[src/hdl/isc_pkg.sv]
`timescale 1ns / 1ps

package isc_pkg;

  localparam int unsigned MAX_VERTICES = 16;
  localparam int unsigned VIDX_W = $clog2(MAX_VERTICES);
  localparam int unsigned CNT_W = $clog2(MAX_VERTICES + 1);

  localparam int unsigned KIND_W = 2;
  localparam logic [KIND_W-1:0] KIND_CLEAR = 2'd0;
  localparam logic [KIND_W-1:0] KIND_ADD   = 2'd1;
  localparam logic [KIND_W-1:0] KIND_QUERY = 2'd2;

  localparam int unsigned CFG_W = 5;
  localparam logic [CFG_W-1:0] VCOUNT_RESET = 5'd16;

  typedef logic [MAX_VERTICES-1:0] row_t;

  typedef struct packed {
    logic [KIND_W-1:0] kind;
    logic [3:0]        vertex_a;
    logic [3:0]        vertex_b;
    logic [15:0]       query_set;
  } in_t;

  typedef struct packed {
    logic is_independent;
    logic is_maximal;
    logic bad_vertex;
  } out_t;

  // request from the control sequencer to the row store
  typedef struct packed {
    logic              clr;
    logic              rd_en;
    logic [VIDX_W-1:0] rd_addr;
    logic              wr_en;
    logic [VIDX_W-1:0] wr_addr;
    row_t              wr_data;
  } mem_req_t;

  // bit i set for every vertex below the active count
  function automatic row_t keep_mask(input logic [CNT_W-1:0] cnt);
    row_t m;
    for (int i = 0; i < MAX_VERTICES; i++) begin
      m[i] = (CNT_W'(i) < cnt);
    end
    return m;
  endfunction

endpackage

[src/hdl/isc_row_mem.sv]
`timescale 1ns / 1ps

module isc_row_mem import isc_pkg::*; (
  input  logic     clk_i,
  input  logic     rst_ni,
  input  mem_req_t req_i,
  output row_t     rd_row_o
);

  row_t                    mem [MAX_VERTICES];
  logic [MAX_VERTICES-1:0] row_vld_q;
  row_t                    rd_data_q;
  logic                    rd_vld_q;

  always_ff @(posedge clk_i) begin
    if (req_i.wr_en) begin
      mem[req_i.wr_addr] <= req_i.wr_data;
    end
    if (req_i.rd_en) begin
      rd_data_q <= mem[req_i.rd_addr];
    end
  end

  // a row never written since the last clear reads as empty
  always_ff @(posedge clk_i or negedge rst_ni) begin
    if (!rst_ni) begin
      row_vld_q <= '0;
      rd_vld_q  <= 1'b0;
    end else begin
      if (req_i.rd_en) begin
        rd_vld_q <= row_vld_q[req_i.rd_addr];
      end
      if (req_i.clr) begin
        row_vld_q <= '0;
      end else if (req_i.wr_en) begin
        row_vld_q[req_i.wr_addr] <= 1'b1;
      end
    end
  end

  assign rd_row_o = rd_vld_q ? rd_data_q : '0;

endmodule

[config.mk]
export PLATFORM = sky130hd
export DESIGN_NAME = isc_row_mem
export DESIGN_NICKNAME = d
export VERILOG_FILES = /design/src/hdl/isc_pkg.sv /design/src/hdl/isc_row_mem.sv
export SDC_FILE = /design/constraint.sdc
export NUM_CORES = 1
export LEC_CHECK = 0
export CAP_MARGIN = 40
export CORE_ASPECT_RATIO = 0.5
export CORE_MARGIN = 2
export CORE_UTILIZATION = 50
export CTS_CLUSTER_DIAMETER = 120
export CTS_CLUSTER_SIZE = 25
export DETAILED_ROUTE_END_ITERATION = 8
export DONT_BUFFER_PORTS = 1
export GPL_TIMING_DRIVEN = 0
export HOLD_SLACK_MARGIN = 0.03
export MAX_ROUTING_LAYER = met4
export SLEW_MARGIN = 20
export SYNTH_ARGS = -nofsm -noshare
export SYNTH_HDL_FRONTEND = slang
export SYNTH_SLANG_ARGS = --single-unit
[constraint.sdc]
create_clock -name clk_i -period 1.8 [get_ports clk_i]
set_input_delay 0.09 -clock clk_i [delete_from_list [all_inputs] [get_ports clk_i]]
set_output_delay 0.09 -clock clk_i [all_outputs]
set_load 0.01 [all_outputs]
## After elaboration in Yosys (flattened, before gate mapping)

Memories as Yosys holds them, arrays and structs flattened. A register that Yosys moved wholly into a read port is not among the register bits.
Index checks and enable logic that the tools add are counted.
W data, S select, Z words.

- $lt $le $gt $ge: 3
- Muxes and demuxes: 9
- Bitwise logic cells: 1
- Reductions and logical operators: 2

Operators by type and width:

| operator | number |
|---|---|
| $mux W16 | 3 |
| $or A16 B16 Y16 | 1 |
| $lt A4 B5 Y1 const B | 2 |
| $bmux W1 S4 | 1 |
| $demux W1 S4 | 1 |
| $ge A4 B1 Y1 const B | 1 |
| $mux W1 | 4 |
| $reduce_bool A2 Y1 | 1 |
| $logic_and A1 B1 Y1 | 1 |

- Register bits after elaboration: 17
- Bits in writable memories: 256
- Input port bits: 29
- Output and inout port bits: 16
- Logic and storage cells: 18
- Memories: 1

Memories:

| name | words | bits a word | rd ports | clocked after memory_dff | wr ports | RTL line | source |
|---|---|---|---|---|---|---|---|
| mem | 16 | 16 | 1 | 1 | 1 | isc_row_mem.sv:10 | `row_t mem [MAX_VERTICES];` |

## Logic depth before layout (Yosys ltp)

Gate-level depths: netlist (run 1).

- Depth in word-level cells: 7
- Mapped depth: 6
- Gate-level depth less buffers: 4

## Least setup slack after synthesis (run 1)

Ideal clock, no wire load.

- Kind: input-to-reg
- Start: in req_i[18] in the netlist's numbering
- End: mem mem[0][0] in the netlist's numbering, enable pin
- Setup time: 0.412 ns
- Arrival time: 1.711 ns
- Required time: 1.388 ns
- Path slack: -0.322 ns
- Stages: 2
- Path buffers: 0
- Path through: or3b_1 > nor3_1

RTL lines:

| what | RTL line | source |
|---|---|---|
| start: declaration | isc_row_mem.sv:6 | `input mem_req_t req_i,` |
| end: declaration | isc_row_mem.sv:10 |  |

Straight into the memory's write port.

## Final worst setup path (run 1)

- Start: reg rd_vld_q
- End: out rd_row_o[6]

- Cells in the longest elaborated chain, start to end: 1

RTL lines:

| what | RTL line | source |
|---|---|---|
| start: declaration | isc_row_mem.sv:13 | `logic rd_vld_q;` |
| start signal: assignment | isc_row_mem.sv:31 | `rd_vld_q <= row_vld_q[req_i.rd_addr];` |
| $mux W16 | isc_row_mem.sv:41 | `assign rd_row_o = rd_vld_q ? rd_data_q : '0;` |
| end: declaration | isc_row_mem.sv:7 | `output row_t rd_row_o` |

Every way passes these cells.

==> results.ini, run 1 <==
[placement]
gp_congestion=0.712
place_area_sq_mm=0.0116
portBuffers=0
dpl.hpwl_um=13500
dp_cells=776
place_worst_setup_slack_ps=-502

[floorplan]
rows=38
core_area_sq_mm=0.0216
die_h_um=109
num_io_pins=45
start_util=0.508
die_area_sq_mm=0.0233
die_w_um=214

[timing]
rsz0062_at_grt=false
tns_ps=0
setup_violations=0
worstMarginPinSlew_ps=820
skew_ps=14.0
clock.fmax_mhz=597
finalCriticalPeriod_ps=1670
hold_ws_ps=104
maxSlewViolCount=0
setup_slack_ps=126
hold_violations=0
slew_headroom=0.454
fin_crit_sh=0.930

[route]
vias_per_cell=5.84
ant_nets=0
drcViolationCount=0
vias=4779
drt_iter0_markers=522
wirelength_um=22400
wl_per_cell_um=27.3
drtPass1Iterations=7

[synth]
synthesis.area_sq_mm=0.0110
synthDistinctLibCells=18
ys_warn_count=0
synth-seq-area-share=0.782
synth.avg_cell_area_sq_um=23.4
syn-num-nets=499
synth-seq-cells=289
synth_cells=470

[cells_and_area]
antennaDiodeCount=0
stdcell_count=819
final_nets=545
drive_gt1_frac=0.268
fin_area_sq_mm=0.0122
area_growth_pct=11.3
final_core_util=0.565

[setup_path]
startpoint_type=flop
rrSetupSlack_ps=170
path_buf_inv=1
crit_fanout=10
slowest_delay_ps=500
endpoint_kind=output port
critical_path_class=reg2out
critPathArrivalTime_ps=1580
crit_chain=clkbuf_2, and2_1
cpMaxStageDelayCell=dfrtp_2
required_ps=1710
cp_top_family=flip-flops

[clock_tree]
cts.sinks=289
clockBufferDepth=3
cts_tree=built
cts_root_buffer=clkbuf_16
h-tree-depth=1
cts_buffers=15
cts_setup_buffers=0
clkLatencyLatePin_ps=490
cts.reportedPaths.clkPinSlew_ps=90

[pwr]
max-vdd-ir-drop_v=0.000513
powerDensity_mw_per_mm2=966
leakagePower_nw=3.82
power_mw=11.8

[grt]
grt_max_degree=27
grt_pass1_vias=4832
grtUsageTotal=0.210
grt.overflow.total=0
antenna_found_initial=0
grt_pass1_wl_um=32800

[flow_run]
drv_cap=0

[outcome]
status=finished, final reports clean

[worst_hold_path]
hp-class=in2async

[layout by cell type (no fill, tap or decap), drive strengths merged, types with 2 or more instances in the layout]
master / count
nand3b: 2
nor2: 44
edfxtp: 272
nor3: 4
clkbuf: 28
dlygate4sd3: 21
and2: 16
mux2i: 3
dfrtp: 17
nand2b: 2
mux4: 84
buf: 21
[synthesized netlist by cell type (all sizes together)]
cell type | count | area, sq um
edfxtp | 272 | 8170
nor3 | 4 | 20.0
or3b | 1 | 8.76
nand2b | 2 | 12.5
clkbuf | 9 | 33.8
and2 | 16 | 100
mux2i | 3 | 30.0
mux2 | 1 | 11.3
nand3 | 1 | 5.00
nand3b | 2 | 15.0
nor2 | 44 | 165
buf | 13 | 98.8
nand2 | 1 | 3.75
dfrtp | 17 | 425
mux4 | 84 | 1890
[power by group]
part           internal (mW)  switching [mW]
combinational          0.313           0.387
sequential              7.52          0.0362
clock                   1.56            2.01
[what timing repair did]
action | 4_1_cts | 5_1_grt
endpoints found under the setup margin | 10 | 1
pin swaps | 0 | 0
resized for setup | 2 | 3
hold endpoints to repair | 362 | 0
hold buffers | 22 | 0
[registers in the layout (all words and copies together) (netlist names)]
signal,flops
mem,256
rd_data_q,16
rd_vld_q,1
row_vld_q,16
[layer usage]
layer  wire length [um]  track usage
met3               1030       0.0285
met5                  0            -
met1              10500        0.318
met4                262       0.0342
met2              10600        0.318
[cells by family after synthesis]
logic type / Yosys count / share of synthesized area
flops: 289 / 0.782
mux: 88 / 0.176
simple gates: 71 / 0.0301
buf+inv: 22 / 0.0121
[worst paths after layout]
path	from	to	depth (start not counted)
max reg2reg	mem[14][1]	rd_data_q[1]	2
min reg2reg	row_vld_q[11]	row_vld_q[11]	2
min in group clk_i	req_i[18]	mem[4][15]	2
max	rd_vld_q	rd_row_o[6]	2
min	rst_ni	row_vld_q[2]	1
max in group asynchronous	rst_ni	rd_vld_q	1
[cell type report]
class	instances	area (sq um)
clock inverter	1	16.3
fill	1591	9400
sequential	289	8590
multi-input combinational	159	2400
tap	300	375
buffer	22	135
clock buffer	19	390
timing repair buffer	29	320
Power figures use the tool's default switching activity.
==> run 2: changes to the inputs <==
==> constraint.sdc (replaced) <==
create_clock -name clk_i -period 2 [get_ports clk_i]
set_input_delay 0.1 -clock clk_i [delete_from_list [all_inputs] [get_ports clk_i]]
set_output_delay 0.1 -clock clk_i [all_outputs]
set_load 0.05 [all_outputs]
==> run 2 against run 1 <==
  * Largest power group unchanged
  * Sequential power down 9.9%
  * Critical path type unchanged
  * Critical path depth unchanged
  * Power down 9.9%
==> results.ini, run 2 (synthesized netlist as in run 1, its figures left out) <==
[outcome]
status=finished, final reports clean

[route]
met2_length_um=11000
vias_per_cell=5.94
wirelength_um=23400
drt_iter0_markers=493
drtPass1Iterations=4
wl_per_cell_um=28.2
vias=4925
drcViolationCount=0
top_layer=met4
met3_length_um=1290
ant_nets=0
met1_length_um=10700

[pwr]
leakagePower_nw=3.90
powerDensity_mw_per_mm2=861
max-vdd-ir-drop_v=0.000457
power_mw=10.7

[timing]
slew_headroom=0.420
worstMarginPinSlew_ps=871
hold_violations=0
fin_crit_sh=0.948
setup_violations=0
clock.fmax_mhz=527
skew_ps=16.7
rsz0062_at_grt=false
finalCriticalPeriod_ps=1900
hold_ws_ps=126
maxSlewViolCount=0

[cells_and_area]
stdcell_count=829
final_nets=555
top_regs=mem (256), rd_data_q (16), row_vld_q (16)
fin_area_sq_mm=0.0124
area_growth_pct=12.6
final_core_util=0.572
drive_gt1_frac=0.295
nFillCells=1561
mostFrequentLayoutCell=edfxtp_1
antennaDiodeCount=0
regMostFlops=mem
largest_reg_flops=256
final_cell_mix=edfxtp_1, mux4_2, nor2_1, dlygate4sd3_1, dfrtp_1

[setup_path]
required_ps=1900
critPathArrivalTime_ps=1800
rrSetupSlack_ps=370
critical_path_class=reg2out
worstReg2RegStart=mem[12][1]
r2r_end=rd_data_q[1]
crit_fanout=10
startpoint_type=flop
reg2reg_depth=2
endpoint_kind=output port

[worst_hold_path]
hp-class=in2async

[floorplan]
rows=38
num_io_pins=45
core_area_sq_mm=0.0216
start_util=0.508
die_area_sq_mm=0.0233
die_h_um=109
die_w_um=214

[flow_run]
drv_cap=0

[placement]
dpl.hpwl_um=14300
gp_congestion=0.708
dp_cells=785
portBuffers=0
place_area_sq_mm=0.0117

[clock_tree]
h-tree-depth=1
clockBufferDepth=3
cts.reportedPaths.clkPinSlew_ps=100
clkLatencyLatePin_ps=480
cts_root_buffer=clkbuf_16
cts_buffers=15
cts_tree=built
cts.sinks=289

[grt]
grt.overflow.total=0
grtUsageTotal=0.219
grt_pass1_vias=5081
grt_pass1_wl_um=34100
grt_max_degree=27
antenna_found_initial=0

==> run 2: repair_timing <==
action / in CTS / in global routing
hold endpoints to repair: 325 / 0
resized for setup: 12 / 0
buffers inserted: 0 / 0
setup endpoints to repair: 10 / 0
hold buffers: 23 / 0
==> run 2: area by class of cell <==
cell class | count | area, sq um | share of cell area
Sequential cell | 289 | 8590 | 0.694
Multi-Input combinational cell | 159 | 2390 | 0.193
Timing Repair Buffer | 39 | 470 | 0.0380
Clock buffer | 19 | 390 | 0.0315
Tap cell | 300 | 375 | 0.0303
Buffer | 22 | 136 | 0.0110
Clock inverter | 1 | 16.3 | 0.00131
==> run 2: per-layer routing <==
layer	vias up	track usage
met5	-	-
met4	0	0.0367
met3	27	0.0346
met2	139	0.330
met1	2694	0.329
li1	2065	-
==> run 2: where the power goes <==
group / internal, mW / switching [mW]
logic: 0.294 / 0.380
clock network: 1.40 / 1.78
registers: 6.76 / 0.0333
total: 8.46 / 2.19
==> run 2: how the worst max path moves through the flow <==
stage	slack, ps	end	from
floorplan	90	mem[8][0]	req_i[18]
CTS	30	rd_row_o[12]	rd_vld_q
global placement	-1680	mem[4][7]	req_i[19]
finish	100	rd_row_o[12]	rd_vld_q
global route	20	rd_row_o[12]	rd_vld_q
detailed placement	-300	rd_data_q[1]	req_i[22]
==> run 2: critical path, stage by stage, from the launching register on <==
cell	delay, ps
dfrtp_1	600
clkbuf_4	350
and2_2	360
==> run 2: stage by stage <==
| stage | setup TNS [ps] | setup slack (ps) |
|---|---|---|
| 3_5_place_dp | -2960 | -303 |
| 2_1_floorplan | 0 | 93.8 |
| 6_report | 0 | 103 |
| 4_1_cts | 0 | 31.4 |
| 3_3_place_gp | -180090 | -1680 |
| 5_1_grt | 0 | 22.5 |
